File: src/rtl/button_gesture_classifier_defines.svh
// Assertion macros shared by the button gesture classifier RTL.
// No dependencies; included by the modules that carry concurrent assertions.
`ifndef BUTTON_GESTURE_CLASSIFIER_DEFINES_SVH
`define BUTTON_GESTURE_CLASSIFIER_DEFINES_SVH

// Same-cycle implication, checked outside reset.
`define BGC_ASSERT_NOW(label, clk, rst_n, ante, cons, msg) \
    label: assert property (@(posedge clk) disable iff (!rst_n) (ante) |-> (cons)) \
        else $error(msg);

// Next-cycle implication, checked outside reset.
`define BGC_ASSERT_NEXT(label, clk, rst_n, ante, cons, msg) \
    label: assert property (@(posedge clk) disable iff (!rst_n) (ante) |=> (cons)) \
        else $error(msg);

`endif

File: src/rtl/bgc_pkg.sv
// Shared types and constants for the button gesture classifier.
// No dependencies; used by bgc_core and button_gesture_classifier.
package bgc_pkg;

    // Default counter width and reset values of the configuration registers.
    localparam int unsigned COUNT_BITS_DEF = 16;
    localparam int unsigned CFG_W          = 16;
    localparam logic [CFG_W-1:0] DEBOUNCE_DEF = 16'd50;
    localparam logic [CFG_W-1:0] WINDOW_DEF   = 16'd1000;
    localparam logic [CFG_W-1:0] LONG_DEF     = 16'd5000;

    // Configuration register indexes.
    localparam int unsigned CFG_ADDR_W = 2;
    localparam logic [CFG_ADDR_W-1:0] REG_DEBOUNCE = 2'd0;
    localparam logic [CFG_ADDR_W-1:0] REG_WINDOW   = 2'd1;
    localparam logic [CFG_ADDR_W-1:0] REG_LONG     = 2'd2;

    // Gesture codes.
    typedef enum logic [1:0] {
        GEST_NONE   = 2'd0,
        GEST_DOUBLE = 2'd1,
        GEST_LONG   = 2'd2,
        GEST_SINGLE = 2'd3
    } t_gesture;

    // Thresholds handed to the tick logic.
    typedef struct packed {
        logic [CFG_W-1:0] debounce_ticks;
        logic [CFG_W-1:0] double_window_ticks;
        logic [CFG_W-1:0] long_press_ticks;
    } t_bgc_cfg;

    // One tick's result.
    typedef struct packed {
        t_gesture gesture_now;
        t_gesture latched_gesture;
        logic     power_on;
    } t_bgc_result;

endpackage

File: src/rtl/bgc_core.sv
// Tick logic of the button gesture classifier: counters, click and hold state.
// Depends on bgc_pkg and button_gesture_classifier_defines.svh.
`include "button_gesture_classifier_defines.svh"

module bgc_core #(
    parameter int unsigned COUNT_BITS = bgc_pkg::COUNT_BITS_DEF
) (
    input  logic                 i_clk,
    input  logic                 i_rst_n,
    input  logic                 i_step,
    input  logic                 i_level,
    input  logic                 i_read_clear,
    input  bgc_pkg::t_bgc_cfg    i_cfg,
    output bgc_pkg::t_bgc_result o_result
);
    import bgc_pkg::*;

    // Compare width covers both the counters and the thresholds.
    localparam int unsigned CMP_W = (COUNT_BITS > CFG_W) ? COUNT_BITS : CFG_W;

    logic                  r_prev_level,    n_prev_level;
    logic [COUNT_BITS-1:0] r_since_change,  n_since_change;
    logic [COUNT_BITS-1:0] r_since_click,   n_since_click;
    logic                  r_click_pending, n_click_pending;
    logic                  r_long_done,     n_long_done;
    t_gesture              r_latch,         n_latch;
    logic                  r_power_flag,    n_power_flag;

    logic [COUNT_BITS-1:0] inc_change, inc_click;
    logic [CMP_W-1:0]      change_ext, click_ext;
    logic [CMP_W-1:0]      deb_ext, win_ext, long_ext;
    t_gesture              gesture, seen;

    // Saturating increments and widened operands for the threshold compares.
    always_comb begin
        inc_change = (r_since_change == '1) ? r_since_change : r_since_change + 1'b1;
        inc_click  = (r_since_click == '1) ? r_since_click : r_since_click + 1'b1;
        change_ext = CMP_W'(inc_change);
        click_ext  = CMP_W'(inc_click);
        deb_ext    = CMP_W'(i_cfg.debounce_ticks);
        win_ext    = CMP_W'(i_cfg.double_window_ticks);
        long_ext   = CMP_W'(i_cfg.long_press_ticks);
    end

    // Next state: a level change wins over a held press, which wins over a pending single.
    always_comb begin
        n_prev_level    = r_prev_level;
        n_since_change  = inc_change;
        n_since_click   = inc_click;
        n_click_pending = r_click_pending;
        n_long_done     = r_long_done;
        n_power_flag    = r_power_flag;
        gesture         = GEST_NONE;

        priority if (i_level != r_prev_level) begin
            if (!i_level && (change_ext > deb_ext)) begin
                if (click_ext < win_ext) begin
                    n_click_pending = 1'b0;
                    gesture         = GEST_DOUBLE;
                end else begin
                    n_click_pending = 1'b1;
                    n_since_click   = '0;
                end
            end
            n_since_change = '0;
            n_long_done    = 1'b0;
            n_prev_level   = i_level;
        end else if (i_level) begin
            if ((change_ext > long_ext) && !r_long_done) begin
                n_power_flag = ~r_power_flag;
                n_long_done  = 1'b1;
                gesture      = GEST_LONG;
            end
        end else begin
            if (r_click_pending && (click_ext > win_ext)) begin
                n_click_pending = 1'b0;
                gesture         = GEST_SINGLE;
            end
        end

        // The newest gesture is latched; a read reports it and then clears it.
        seen    = (gesture != GEST_NONE) ? gesture : r_latch;
        n_latch = i_read_clear ? GEST_NONE : seen;
    end

    // State update on each accepted tick.
    always_ff @(posedge i_clk) begin
        if (!i_rst_n) begin
            r_prev_level    <= 1'b0;
            r_since_change  <= '0;
            r_since_click   <= '0;
            r_click_pending <= 1'b0;
            r_long_done     <= 1'b0;
            r_latch         <= GEST_NONE;
            r_power_flag    <= 1'b1;
        end else if (i_step) begin
            r_prev_level    <= n_prev_level;
            r_since_change  <= n_since_change;
            r_since_click   <= n_since_click;
            r_click_pending <= n_click_pending;
            r_long_done     <= n_long_done;
            r_latch         <= n_latch;
            r_power_flag    <= n_power_flag;
        end
    end

    assign o_result.gesture_now     = gesture;
    assign o_result.latched_gesture = seen;
    assign o_result.power_on        = n_power_flag;

    // The power flag moves only with a long-press event.
    `BGC_ASSERT_NEXT(a_power_only_on_long, i_clk, i_rst_n,
        !(i_step && (gesture == GEST_LONG)), $stable(r_power_flag),
        "power flag changed without a long press")
    // A long press marks the hold as done, so it cannot fire twice.
    `BGC_ASSERT_NEXT(a_long_marks_done, i_clk, i_rst_n,
        i_step && (gesture == GEST_LONG), r_long_done && r_prev_level,
        "long press did not mark the hold as done")
    // A double click never leaves a click pending.
    `BGC_ASSERT_NEXT(a_double_clears_pending, i_clk, i_rst_n,
        i_step && (gesture == GEST_DOUBLE), !r_click_pending,
        "double click left a pending click")
    // Any event shows in the latched value of the same tick.
    `BGC_ASSERT_NOW(a_event_latched, i_clk, i_rst_n,
        gesture != GEST_NONE, seen == gesture,
        "event not reported in the latched gesture")

endmodule

File: src/rtl/button_gesture_classifier.sv
// Top level of the button gesture classifier: stream ports, configuration
// registers and output register. Depends on bgc_pkg and bgc_core.

// Each input transfer is one 1 ms tick carrying the sampled button level and a
// read-and-clear strobe; each produces exactly one result transfer with the
// gesture of that tick (none, double, long, single), the latched gesture before
// the read clears it, and the power flag. The block takes one tick per clock:
// all tick logic sits between the state registers and a single output register,
// and a new tick is accepted whenever that register is empty or being drained.
// Results appear in the cycle after their tick is accepted. The user must write the
// thresholds via the write port while no tick is in flight; the block does not check.
module button_gesture_classifier #(
    parameter int unsigned COUNT_BITS = bgc_pkg::COUNT_BITS_DEF
) (
    input  logic                             i_clk,
    input  logic                             i_rst_n,
    // Configuration write port
    input  logic                             i_cfg_we,
    input  logic [bgc_pkg::CFG_ADDR_W-1:0]   i_cfg_addr,
    input  logic [bgc_pkg::CFG_W-1:0]        i_cfg_data,
    // Tick input stream
    input  logic                             s_axis_tvalid,
    output logic                             s_axis_tready,
    input  logic [7:0]                       s_axis_tdata,  // [0] level, [1] read_clear
    // Result output stream
    output logic                             m_axis_tvalid,
    input  logic                             m_axis_tready,
    // [1:0] gesture_now, [3:2] latched_gesture, [4] power_on
    output logic [7:0]                       m_axis_tdata
);
    import bgc_pkg::*;

    t_bgc_cfg    r_cfg;
    t_bgc_result core_result, r_out;
    logic        r_out_valid;
    logic        in_xfer;

    // A tick is taken when the output register is free or drains this cycle.
    assign s_axis_tready = !r_out_valid || m_axis_tready;
    assign in_xfer       = s_axis_tvalid && s_axis_tready;

    // Configuration registers; an unused index is ignored.
    always_ff @(posedge i_clk) begin
        if (!i_rst_n) begin
            r_cfg.debounce_ticks      <= DEBOUNCE_DEF;
            r_cfg.double_window_ticks <= WINDOW_DEF;
            r_cfg.long_press_ticks    <= LONG_DEF;
        end else if (i_cfg_we) begin
            unique case (i_cfg_addr)
                REG_DEBOUNCE: r_cfg.debounce_ticks      <= i_cfg_data;
                REG_WINDOW:   r_cfg.double_window_ticks <= i_cfg_data;
                REG_LONG:     r_cfg.long_press_ticks    <= i_cfg_data;
                default:      ;
            endcase
        end
    end

    bgc_core #(
        .COUNT_BITS (COUNT_BITS)
    ) u_core (
        .i_clk        (i_clk),
        .i_rst_n      (i_rst_n),
        .i_step       (in_xfer),
        .i_level      (s_axis_tdata[0]),
        .i_read_clear (s_axis_tdata[1]),
        .i_cfg        (r_cfg),
        .o_result     (core_result)
    );

    // Output register valid flag.
    always_ff @(posedge i_clk) begin
        if (!i_rst_n) begin
            r_out_valid <= 1'b0;
        end else if (in_xfer) begin
            r_out_valid <= 1'b1;
        end else if (m_axis_tready) begin
            r_out_valid <= 1'b0;
        end
    end

    // Output register payload.
    always_ff @(posedge i_clk) begin
        if (in_xfer) begin
            r_out <= core_result;
        end
    end

    assign m_axis_tvalid = r_out_valid;
    assign m_axis_tdata  = {3'b000, r_out.power_on, r_out.latched_gesture, r_out.gesture_now};

endmodule

File: config.mk
export PLATFORM = sky130hd
export DESIGN_NAME = button_gesture_classifier
export DESIGN_NICKNAME = d
export VERILOG_FILES = /design/src/rtl/bgc_pkg.sv /design/src/rtl/bgc_core.sv /design/src/rtl/button_gesture_classifier.sv
export VERILOG_INCLUDE_DIRS = /design/src /design/src/rtl
export SDC_FILE = /design/constraint.sdc
export NUM_CORES = 1
export LEC_CHECK = 0
export ABC_AREA = 1
export BUFFER_PORTS_ARGS = -buffer_cell sky130_fd_sc_hd__buf_2
export CAP_MARGIN = 20
export CELL_PAD_IN_SITES_DETAIL_PLACEMENT = 1
export CELL_PAD_IN_SITES_GLOBAL_PLACEMENT = 2
export CORE_MARGIN = 10
export CORE_UTILIZATION = 34
export DETAILED_ROUTE_END_ITERATION = 10
export PLACE_DENSITY_LB_ADDON = 0.1
export SLEW_MARGIN = 20
export SYNTH_ARGS = -nofsm -noshare
export SYNTH_HDL_FRONTEND = slang
export SYNTH_HIERARCHICAL = 1
export SYNTH_SLANG_ARGS = --single-unit
File: constraint.sdc
create_clock -name i_clk -period 3.6 [get_ports i_clk]
set_clock_uncertainty 0.15 [all_clocks]
set_input_delay 0.72 -clock i_clk [delete_from_list [all_inputs] [get_ports i_clk]]
set_output_delay 0.72 -clock i_clk [all_outputs]
set_load 0.01 [all_outputs]
# Word-level counts from Yosys, hierarchy flattened
# Index checks and enable logic that the tools add are counted.
# Widths: inputs -> output; s select.
[word_totals]
regBits = 92
input_bits = 31
output_inout_bits = 10
[op_classes]
n_addsub = 2
magnitude_cmp = 4
eq_ne = 7
n_mux = 27
bitwise = 1
reduce_logical = 20
[op_table]
columns = ["op", "n"]
rows = [
  ["$mux 16", 6],
  ["$gt 16x16->1", 3],
  ["$add 16x1->16 const B", 2],
  ["$eq 16x16->1 const B", 2],
  ["$lt 16x16->1", 1],
  ["$mux 1", 14],
  ["$mux 2", 7],
  ["$reduce_bool 2->1", 5],
  ["$reduce_and 2->1", 4],
  ["$logic_and 1x1->1", 4],
  ["$reduce_and 4->1", 1],
  ["$logic_not 1->1", 3],
  ["$reduce_and 3->1", 1],
  ["$eq 2x1->1 const B", 1],
  ["$eq 2x2->1 const B", 1],
  ["$logic_not 2->1", 1],
  ["$ne 2x1->1 const B", 1],
  ["$ne 2x2->1 const B", 1],
  ["$logic_or 1x1->1", 1],
  ["$ne 1x1->1", 1],
  ["$not 1->1", 1],
]

# Logic depth before layout (Yosys ltp)
# Gate-level depths: netlist (run 1).
[logic_depth]
ltp_word = 10
ltp_mapped = 23
depth_no_buf = 23

# Cells and area by module
# The synthesis (run 1) kept the hierarchy.
[modules_own_cells]
columns = ["mod", "n_inst", "cells_each", "area_each_um2"]
rows = [
  ["bgc_core", 1, 576, 3747.3],
  ["button_gesture_classifier", 1, 300, 2205.9],
]

# Worst setup path after synthesis (run 1)
# Ideal clock, no wire load.
[synth_timing]
kind = "flip-flop to flip-flop"
startpoint = "register u_core.r_since_change[0]"
endpoint = "register r_out (netlist bit m_axis_tdata[4]) (data pin)"
setup_ns = 0.251
arrival_time_ns = 2.533
required_ns = 3.199
setup_slack_ns = 0.666
path_stages_with_launch = 19
path_buffers = 1
path_cell_list = "dfxtp_1 > ha_1 > nand2_2 > nor2_4 > nand4_4 > nand4_1 > xnor2_1 > ha_1 > a21oi_1 > nor2_1 > nor2_1 > nand2_1 > nand2_1 > nand2_1 > nand3_1 > inv_1 > or2_2 > and2_1 > buf_4"
[synth_via]
elab_chain_cells = 7
elab_cells_between_ends = 8
cone_classes = "add/sub (1); order compare (1); eq/ne (1); mux (4); reduce/logical (1)"
[synth_lines]
columns = ["element", "line_no", "rtl"]
rows = [
  ["start, declared", "bgc_core.sv:22", "logic [COUNT_BITS-1:0] r_since_change, n_since_change;"],
  ["start signal, assigned", "bgc_core.sv:98", "r_since_change <= n_since_change;"],
  ["$add 16x1->16 / $eq 16x16->1 (equally long branches)", "bgc_core.sv:36", "inc_change = (r_since_change == '1) ? r_since_change : r_since_change + 1'b1;"],
  ["$mux 16 (*)", "bgc_core.sv:36", ""],
  ["$gt 16x16->1 (*)", "bgc_core.sv:69", "if ((change_ext > long_ext) && !r_long_done) begin"],
  ["$logic_and 1x1->1 (*)", "bgc_core.sv:69", ""],
  ["$mux 1 (*)", "bgc_core.sv:69", ""],
  ["$mux 1 (*)", "bgc_core.sv:68", "end else if (i_level) begin"],
  ["$mux 1 (*)", "bgc_core.sv:55", "priority if (i_level != r_prev_level) begin"],
  ["net u_core.n_power_flag", "bgc_core.sv:27", "logic r_power_flag, n_power_flag;"],
  ["end signal, assigned", "button_gesture_classifier.sv:84", "r_out <= core_result;"],
  ["end, declared", "button_gesture_classifier.sv:34", "t_bgc_result core_result, r_out;"],
]
# The timed path passes the listed nets; every way through them passes the cells marked *.
# A chain may end at the register's enable or synchronous reset.

# Worst setup path after layout (run 1)
[layout_timing]
startpoint = "register u_core.r_since_click[1]"
endpoint = "register u_core.r_since_click[6]"
[layout_via]
elab_chain_cells = 6
elab_cells_between_ends = 7
cone_classes = "add/sub (1); order compare (1); eq/ne (1); mux (4)"
[layout_lines]
columns = ["element", "line_no", "rtl"]
rows = [
  ["start, declared", "bgc_core.sv:23", "logic [COUNT_BITS-1:0] r_since_click, n_since_click;"],
  ["start signal, assigned", "bgc_core.sv:99", "r_since_click <= n_since_click;"],
  ["$add 16x1->16 / $eq 16x16->1 (equally long branches)", "bgc_core.sv:37", "inc_click = (r_since_click == '1) ? r_since_click : r_since_click + 1'b1;"],
  ["$mux 16 (*)", "bgc_core.sv:37", ""],
  ["$lt 16x16->1", "bgc_core.sv:57", "if (click_ext < win_ext) begin"],
  ["$mux 16", "bgc_core.sv:57", ""],
  ["$mux 16", "bgc_core.sv:56", "if (!i_level && (change_ext > deb_ext)) begin"],
  ["$mux 16 (*)", "bgc_core.sv:55", ""],
]
# Every way passes the cells marked *; elsewhere a longest branch is shown, timed or not.

==> results of run 1 <==
## where the power goes
group          switching [W]  internal [W]
logic               0.000191     0.0000953
registers          0.0000210       0.00106
clock network       0.000433      0.000535
## final timing paths
check,startpoint,endpoint,depth (start not counted)
max reg2reg,u_core/r_since_click[1],u_core/r_since_click[6],20
min reg2reg,r_cfg[9],r_cfg[9],2
max,u_core/r_since_click[1],u_core/r_since_click[6],20
min,r_cfg[9],r_cfg[9],2
## state kept, by name (all words and copies together), names as in the netlist, 2 cells and up
name,cells
m_axis_tdata,5
r_cfg,48
u_core/r_latch,2
u_core/r_since_change,16
u_core/r_since_click,16
## through the flow
stage | TNS, ps | total power (W)
after global placement | 0 | 0.00138
after CTS | 0 | 0.00238
after global routing | -43.3 | 0.00247
after detailed placement | 0 | 0.00140
after floorplan | 0 | 0.00130
final | 0 | 0.00234
## cells by family (layout without fill, tap and decap cells)
group	after synthesis	in the layout	synth area share
AOI/OAI and AO/OA	103	103	0.104
adders and majority gates	52	52	0.109
other	1	3	0.000630
buffers and inverters	167	203	0.115
and+or+nand+nor	443	443	0.325
xor gates and xnor gates	18	18	0.0277
DFF	92	92	0.318
## layout make-up
| type | count | area (um^2) |
|---|---|---|
| fillers | 2222 | 10500 |
| well taps | 225 | 282 |
| multi-input cells | 619 | 3410 |
| clock inverters | 7 | 67.6 |
| clock buffers | 9 | 225 |
| flip-flops and latches | 92 | 1900 |
| inverters | 136 | 513 |
| repair buffers | 51 | 318 |
## worst max-delay path: stages, from the launching register on
cell,delay [ps]
dfxtp_2,360
ha_2,200
nand3_2,160
nor3_4,270
nand4_4,170
inv_4,130
nor3_1,60
xor2_1,270
ha_1,290
nand2_1,100
nor2_1,60
nor2_1,80
nand2_1,80
nand2_1,110
nand2_1,110
nand2_1,90
inv_2,50
a21oi_4,140
buf_12,170
nand2_1,60
a21oi_1,140
## repair_timing
| action | 4_1_cts | 5_1_grt |
|---|---|---|
| gates resized for setup | 0 | 9 |
| setup endpoints to repair | 0 | 16 |
| setup buffers | 0 | 3 |
## metal layers
metal,routed length [um],part of all wire,global-route usage,vias up
met2,8250,0.48,0.252,49
met3,421,0.025,0.0282,16
met1,8060,0.47,0.180,2528
met4,318,0.019,0.0463,0
li1,-,-,-,2798
met5,0,0,0,-
## cell usage in the layout, fill, tap and decap left out, types with 2 or more instances in the layout
| master | Yosys | layout |
|---|---|---|
| xor2_1 | 11 | 11 |
| a21oi_2 | 13 | 13 |
| nand2_1 | 254 | 254 |
| clkbuf_16 | 0 | 9 |
| nand2_2 | 5 | 5 |
| buf_4 | 7 | 19 |
| nand3_1 | 47 | 47 |
| a21o_1 | 3 | 3 |
| dfxtp_1 | 87 | 83 |
| ha_1 | 52 | 50 |
| nor2_1 | 94 | 94 |
| nand3_2 | 3 | 3 |
| nor2_2 | 7 | 7 |
| nand4_1 | 14 | 14 |
| o21ai_2 | 3 | 3 |
| xnor2_1 | 6 | 6 |
| clkinvlp_4 | 0 | 2 |
| inv_1 | 128 | 128 |
| buf_2 | 9 | 31 |
| clkinv_1 | 3 | 4 |
| nor3_1 | 4 | 4 |
| a21oi_1 | 68 | 68 |
| o21ai_0 | 8 | 8 |
| conb_1 | 1 | 3 |
| edfxtp_1 | 5 | 5 |
| inv_2 | 5 | 4 |
| nand3_4 | 2 | 2 |
| dfxtp_2 | 0 | 4 |
| clkinv_2 | 0 | 2 |
| nor2_4 | 3 | 3 |
| nor3_4 | 2 | 2 |
| nand4_4 | 1 | 2 |
==> results.toml, run 1 <==
[cts]
cts_sinks = 92
cts_made_buffers = 9
worstSkewPairLatency_ps = 350
clk_pin_slew_worst_paths_ps = 70
hold_buffers = 0
cts_tree = "built"
clockRootBuffer = "clkbuf_16"
clock_path_buffers = 2
htreeDepth = 3

[grt]
grt.total_usage = 0.147
antenna_found_initial = 0
grt_max_degree = 53
grt_pass1_wl_mm = 28.2
grt_pass1_vias = 5639
overflow = 0

[pwr]
powerDensity_mw_per_mm2 = 349
power.static_leakage_nw = 3.34
vdd_ir_drop_max_v = 0.000237

[synthesis]
synthTopCellsByCount = "nand2_1, inv_1, nor2_1, dfxtp_1, a21oi_1"
netlist.area_leader.share = 0.293
synthesis.area_mm2 = 0.00595
ys_warn_count = 6
avgSynthCellArea_um2 = 6.80
synth_edf_count = 5
synthArstFlopShare = 0
ys_seq_elements = 92
synth_top_flop_cell = "dfxtp_1"
yosysSeqAreaShare = 0.318
synthCells = 876
synthTopCellsByArea = "dfxtp_1, nand2_1, ha_1, inv_1, nor2_1"
yosys.area.top_type = "dfxtp_1"
yosys.cell_types.count = 45
post-synth-top-count-cell = "nand2_1"

[floorplan]
start_util = 0.345
die_w_um = 152
die_height_um = 152
dieArea_mm2 = 0.0232
rows = 48
ios = 41
core_area_mm2 = 0.0172

[sta]
setup_viol = 0
whs_ps = 311
hold_viol_final = 0
finalCritPeriodShare = 0.927
setup_ws_ps = 263
fin_crit_ps = 3340
relSlewSlack = 0.440
tightest_slew_ps = 839
drv_slew = 0
max_freq_mhz = 300

[routing]
wl_per_cell_um = 15.0
drcViolationCount = 0
dr_total_vias = 5391
ant_nets = 0
drtIter0Drc = 175
vias_per_cell = 4.73
totalWireLength_mm = 17.0
first_pass_iters = 4

[setup_path]
crit_required_ps = 3730
crit_type = "reg -> reg"
cp-end-kind = "flop"
ff2ff_setup_slack_ps = 260
crit_path_max_fanout = 16
arrival_ps = 3470
start_kind = "flop"

[placement]
place_area_mm2 = 0.00636
post-place-ws_ps = 217
portBuffers = 31
gp_congestion = 0.869
dp_cells = 1120
dpl.hpwl_mm = 13.2

[layout]
fin_area_mm2 = 0.00671
layout.nets = 992
drive_gt1_frac = 0.137
fin_util = 0.389
synthToLayoutAreaGrowth_pct = 12.7
num_antenna_cells = 0
fin_cells = 1139

[run_status]
outcome = "complete, no violations"

[run]
maxCapViolCount = 0

[hold_path]
hold_class = "reg -> reg"
(Power assumes the default switching activity.)
==> run 2, diff against run 1 <==
ABC_AREA = not set   (was 1)
CORE_UTILIZATION = 37   (was 34)
REMOVE_ABC_BUFFERS = 1   (was not set)
==> run 2 against run 1 <==
Non-clock buffer count up 100. The flow now finishes with violations (negative setup slack). Via count shrank 0.28%. Combinational power hardly changed. Hold slack lost 1.4 ps. Critical path depth fell by 3. Global-route usage up 3.5 points. Synthesized area decreased by 4.2%. Synthesized cell count fell by 23%. Clock power rose by 7%. Highest routed layer unchanged.
==> results.toml, run 2 <==
[setup_path]
crit_required_ps = 3740
critPathLaunch = "u_core/r_since_change[1]"
crit_path_max_fanout = 5
start_kind = "flop"
cp-end-kind = "flop"
crit_type = "reg -> reg"
r2r_start = "u_core/r_since_change[1]"
arrival_ps = 3880

[routing]
vias_per_cell = 5.38
drcViolationCount = 0
wl_per_cell_um = 18.6
drtIter0Drc = 270
totalWireLength_mm = 18.6
ant_nets = 0
dr_total_vias = 5376
first_pass_iters = 4

[cts]
clock_path_buffers = 2
cts_sinks = 92
clk_pin_slew_worst_paths_ps = 70
cts_tree = "built"
cts_made_buffers = 9
htreeDepth = 3
worstSkewPairLatency_ps = 350
clockRootBuffer = "clkbuf_16"

[layout]
final_common_cell = "buf_4"
fin_cells = 999
largest_reg_flops = 48
num_antenna_cells = 0
drive_gt1_frac = 0.312
multi_input_area_mm2 = 0.00387
fin_area_mm2 = 0.00769
reg_top3 = "r_cfg (48), u_core/r_since_change (16), u_core/r_since_click (16)"
synthToLayoutAreaGrowth_pct = 34.9
largest_register = "r_cfg"
layout_common_cells = "buf_4, nand2_1, dfxtp_1, inv_1, ha_1"
seq_area_mm2 = 0.00191
n_fill_cell = 1801
layout.nets = 889

[run_status]
outcome = "complete, but fails checks"
failed_checks = "negative setup slack"

[floorplan]
core_area_mm2 = 0.0151
rows = 45
ios = 41
die_height_um = 144
start_util = 0.376
die_w_um = 144
dieArea_mm2 = 0.0208

[placement]
dpl.hpwl_mm = 13.0
place_area_mm2 = 0.00667
portBuffers = 31
dp_cells = 960
gp_congestion = 0.812

[synthesis]
synthArstFlopShare = 0
yosys.cell_types.count = 62
ys_warn_count = 6
yosys.area.top_type = "dfxtp_1"
synth_top_flop_cell = "dfxtp_1"
synthTopCellsByArea = "dfxtp_1, ha_1, mux2i_1, nand2_1, inv_1"
synthesis.area_mm2 = 0.00570
post-synth-top-count-cell = "dfxtp_1"
yosysSeqAreaShare = 0.332
avgSynthCellArea_um2 = 8.46
synthTopCellsByCount = "dfxtp_1, nand2_1, inv_1, ha_1"
netlist.area_leader.share = 0.305
synth_edf_count = 5
synthCells = 674
ys_seq_elements = 92

[sta]
setup_ws_ps = -141
rsz0062_at_grt = "true"
relSlewSlack = 0.334
setup_viol = 20
fin_tns_setup_ps = -1670
whs_ps = 309
max_freq_mhz = 267
fin_crit_ps = 3740
drv_slew = 0
hold_viol_final = 0
finalCritPeriodShare = 1.04
tightest_slew_ps = 999

[run]
maxCapViolCount = 0

[grt]
grt_pass1_vias = 5805
antenna_found_initial = 0
grt_max_degree = 85
grt.total_usage = 0.182
overflow = 0
grt_pass1_wl_mm = 29.7

[pwr]
p_total_w = 0.00239
powerDensity_mw_per_mm2 = 311
vdd_ir_drop_max_v = 0.000240
power.static_leakage_nw = 3.46

[hold_path]
worstHoldStart = "r_cfg[20]"
hold_class = "reg -> reg"
[run 2: cell count changes after synthesis, sizes merged, moves of 19 or more]
cell,before,now
nor2b,0,21
a21oi,82,35
nor2,104,45
mux2i,0,45
inv,133,61
nand2,259,86
nand3,52,33
[run 2: through the flow]
stage | util | setup WS [ps]
4_1_cts | 0.491 | -78.2
5_1_grt | 0.508 | -283
3_3_place_gp | 0.440 | -360
3_5_place_dp | 0.440 | -488
6_report | 0.508 | -141
2_1_floorplan | - | -243
[run 2: cell type report]
class	instances	area share
Multi-Input combinational cell	490	0.503
Timing Repair Buffer	151	0.148
Tap cell	188	0.0306
Sequential cell	92	0.248
Clock buffer	10	0.0298
Inverter	62	0.0303
Clock inverter	6	0.0114
[run 2: power by group]
group / switching [W] / total, W / internal, W / leakage, nW
combinational: 0.000171 / 0.000288 / 0.000117 / 2.56
sequential: 0.0000143 / 0.00107 / 0.00105 / 0.759
clock: 0.000429 / 0.00104 / 0.000609 / 0.147
[run 2: critical path: stages (launching register included)]
cell and delay [ps]:
dfxtp_2 370, ha_4 150, nand2_2 70, buf_4 160, a21oi_4 170, and4_4 300, nand3_4 100, xnor2_2 170
ha_4 300, nand4_1 90, or4_4 580, nor2_4 180, nor3_4 60, buf_6 150, a311oi_4 250, buf_6 180
buf_12 120, a22o_1 140
[run 2: worst paths after layout]
| kind | to | slack, ps | cells after the start |
|---|---|---|---|
| worst min register to register | r_cfg[20] | 310 | 2 |
| worst max register to register | u_core/r_since_click[6] | -140 | 17 |
| worst min-delay path | r_cfg[20] | 310 | 2 |
| worst max-delay path | u_core/r_since_click[6] | -140 | 17 |
[run 2: repair_timing]
action,in CTS,in global routing
buffers inserted,12,11
pin swaps,36,34
gates cloned,2,0
endpoints found under the hold margin,0,0
hold buffers,0,0
resized for setup,67,39
endpoints found under the setup margin,25,26
[run 2: metal layers]
layer	vias to the layer above	global-route usage	part of all wire
met3	18	0.0423	0.040
met5	-	0	0
li1	2614	-	-
met1	2664	0.225	0.46
met4	0	0.0590	0.015
met2	80	0.306	0.49
[run 2: cell families after synthesis]
kind of cell / share of synthesized area
compound gates: 0.145
fa+ha+maj: 0.114
other cells: 0.000658
simple gates: 0.215
xor+xnor: 0.0353
mux: 0.0849
buf+inv: 0.0729
flops: 0.332
==> run 3, diff against run 2 <==
CORE_UTILIZATION = 36   (was 37)
SYNTH_HIERARCHICAL = not set   (was 1)
==> run 3 against run 2 <==
The run still ends with negative setup slack left. Sequential share of layout area grew 1.4 points. Count of clock-buffer cells in the layout shrank 1. Global-route usage shrank 0.47 points. Maximum frequency shrank 0.75%. Critical path depth grew 1. Register-to-register slack lost 30 ps. Utilization shrank 0.60 points. Wire length shrank 4.2%. Clock power shrank 5%. Die area shrank 3.2%. Cell count shrank 1.7%. Synthesized cell count shrank 2.5%. Largest cell class unchanged.
==> results.toml, run 3 <==
[hold_path]
hold_class = "reg -> reg"

[sta]
whs_ps = 305
drv_slew = 0
finalCritPeriodShare = 1.05
setup_viol = 21
fin_crit_ps = 3770
hold_viol_final = 0
tightest_slew_ps = 803
relSlewSlack = 0.464
rsz0062_at_grt = "true"
setup_ws_ps = -169
max_freq_mhz = 265

[pwr]
p_sw_frac = 0.270
p_total_w = 0.00234
p_sw_w = 0.000633
power.static_leakage_nw = 3.19
pwr-share-seq = 0.456
combPwrFrac = 0.120
clkPwrFrac = 0.424
p_int_w = 0.00171
powerDensity_mw_per_mm2 = 321
vdd_ir_drop_max_v = 0.000213

[synthesis]
yosys.cell_types.count = 65
ys_seq_elements = 92
yosysSeqAreaShare = 0.354
yosys.area.top_type = "dfxtp_1"
synthArstFlopShare = 0
avgSynthCellArea_um2 = 8.13
synthTopCellsByCount = "nand2_1, dfxtp_1, a21oi_1, inv_1, ha_1"
synthesis.area_mm2 = 0.00534
synth_edf_count = 5
post-synth-top-count-cell = "nand2_1"
ys_warn_count = 0
synth_top_flop_cell = "dfxtp_1"
synthCells = 657
synthTopCellsByArea = "dfxtp_1, ha_1, nand2_1, a21oi_1, inv_1"
netlist.area_leader.share = 0.326

[floorplan]
rows = 44
ios = 41
core_area_mm2 = 0.0145
die_height_um = 142
dieArea_mm2 = 0.0201
start_util = 0.367
die_w_um = 142

[placement]
portBuffers = 31
dpl.hpwl_mm = 13.0
gp_congestion = 0.857

[cts]
htreeDepth = 3
cts_made_buffers = 9
clk_pin_slew_worst_paths_ps = 70
clock_path_buffers = 2
clockRootBuffer = "clkbuf_16"
worstSkewPairLatency_ps = 360
cts_tree = "built"
cts_sinks = 92

[layout]
n_fill_cell = 1736
largest_register = "r_cfg"
num_antenna_cells = 0
synthToLayoutAreaGrowth_pct = 36.6
reg_top3 = "r_cfg (48), u_core.r_since_change (16), u_core.r_since_click (16)"
layout_common_cells = "nand2_1, buf_4, dfxtp_1, a21oi_1, inv_1"
largest_reg_flops = 48
layout.nets = 876
drive_gt1_frac = 0.307

[setup_path]
cp-end-kind = "flop"
crit_type = "reg -> reg"
crit_required_ps = 3700
start_kind = "flop"
arrival_ps = 3870
ff2ff_setup_slack_ps = -170
crit_path_max_fanout = 8

[grt]
grt_max_degree = 52
antenna_found_initial = 0
grt_pass1_wl_mm = 28.5
overflow = 0
grt_pass1_vias = 5590
grt.total_usage = 0.177

[routing]
ant_nets = 0
dr_total_vias = 5181
drcViolationCount = 0
drtIter0Drc = 155
totalWireLength_mm = 17.8
wl_per_cell_um = 18.1
vias_per_cell = 5.28
first_pass_iters = 6

[run_status]
outcome = "complete, but fails checks"
failed_checks = "negative setup slack"

[run]
maxCapViolCount = 0
## run 3: changes by cell type after synthesis, sizes merged, moves of 5 or more
| cell | before | now |
|---|---|---|
| a21oi | 35 | 71 |
| a31o | 8 | 1 |
| buf | 15 | 7 |
| inv | 61 | 56 |
| mux2i | 45 | 0 |
| nand2 | 86 | 112 |
| nand3 | 33 | 25 |
| nor2 | 45 | 22 |
| nor2b | 21 | 4 |
| nor3b | 1 | 6 |
| o211ai | 6 | 18 |
| or3 | 2 | 8 |
## run 3: kinds of logic after synthesis
kind of cell / after synthesis / synth area share
AOI/OAI and AO/OA: 163 / 0.197
xor gates and xnor gates: 24 / 0.0394
adders and majority gates: 52 / 0.122
buffers and inverters: 87 / 0.0642
DFF: 92 / 0.354
muxes: 3 / 0.00633
other: 1 / 0.000702
and+or+nand+nor: 235 / 0.217
## run 3: final cells by class
type | instances | area (um^2) | area share
Timing Repair Buffer | 152 | 1120 | 0.154
Sequential cell | 92 | 1910 | 0.261
Clock inverter | 7 | 72.6 | 0.00995
Tap cell | 184 | 230 | 0.0316
Clock buffer | 9 | 225 | 0.0309
Multi-Input combinational cell | 480 | 3510 | 0.482
Inverter | 58 | 225 | 0.0309
## run 3: stage by stage
| stage | area [um^2] | worst slack (ps) | utilization | std cells | TNS, ps |
|---|---|---|---|---|---|
| floorplan | 5220 | -90.8 | - | 630 | -671 |
| global placement | 6340 | -376 | 0.436 | 942 | -6270 |
| detailed placement | 6340 | -473 | 0.436 | 942 | -8230 |
| CTS | 7050 | -122 | 0.485 | 974 | -926 |
| global route | 7290 | -296 | 0.502 | 982 | -5110 |
| finish | 7290 | -169 | 0.502 | 982 | -2150 |
## run 3: metal layers
metal  global-route usage  vias to the layer above  share of wire
met1                0.201                     2523           0.42
met5                    0                        -              0
met4               0.0506                        0          0.011
met3               0.0310                       14          0.023
li1                     -                     2600              -
met2                0.330                       44           0.54
## run 3: power by group through the flow
stage	registers (W)	logic, W	clock network (W)
after CTS	0.00107	0.000269	0.00102
after floorplan	0.00109	0.000123	0
after detailed placement	0.00109	0.000240	0
after global routing	0.00107	0.000311	0.00107
final	0.00107	0.000280	0.000992
after global placement	0.00109	0.000231	0
## run 3: path summary, 6_finish.rpt
path	from	endpoint	depth (start not counted)
worst max-delay path	u_core.r_since_change[1]	u_core.r_since_click[1]	18
worst min-delay path	r_cfg[14]	r_cfg[14]	2
worst max register to register	u_core.r_since_change[1]	u_core.r_since_click[1]	18
worst min register to register	r_cfg[14]	r_cfg[14]	2
## run 3: repair_timing
| item | CTS | global route |
|---|---|---|
| buffers inserted | 17 | 8 |
| setup endpoints to repair | 25 | 25 |
| hold buffers | 0 | 0 |
| gates resized for setup | 59 | 33 |
| pin swaps | 38 | 16 |
## run 3: worst max-delay path, stage by stage, from the launching register on
cell,delay (ps)
dfxtp_2,340
ha_4,160
and3_4,190
and3_4,200
a31oi_4,190
buf_6,140
and4_4,220
xor2_2,80
ha_1,310
nand4_1,190
buf_4,210
a2111oi_4,330
o31ai_4,120
buf_6,150
o211ai_4,200
buf_12,160
buf_12,110
inv_8,40
a22o_1,200
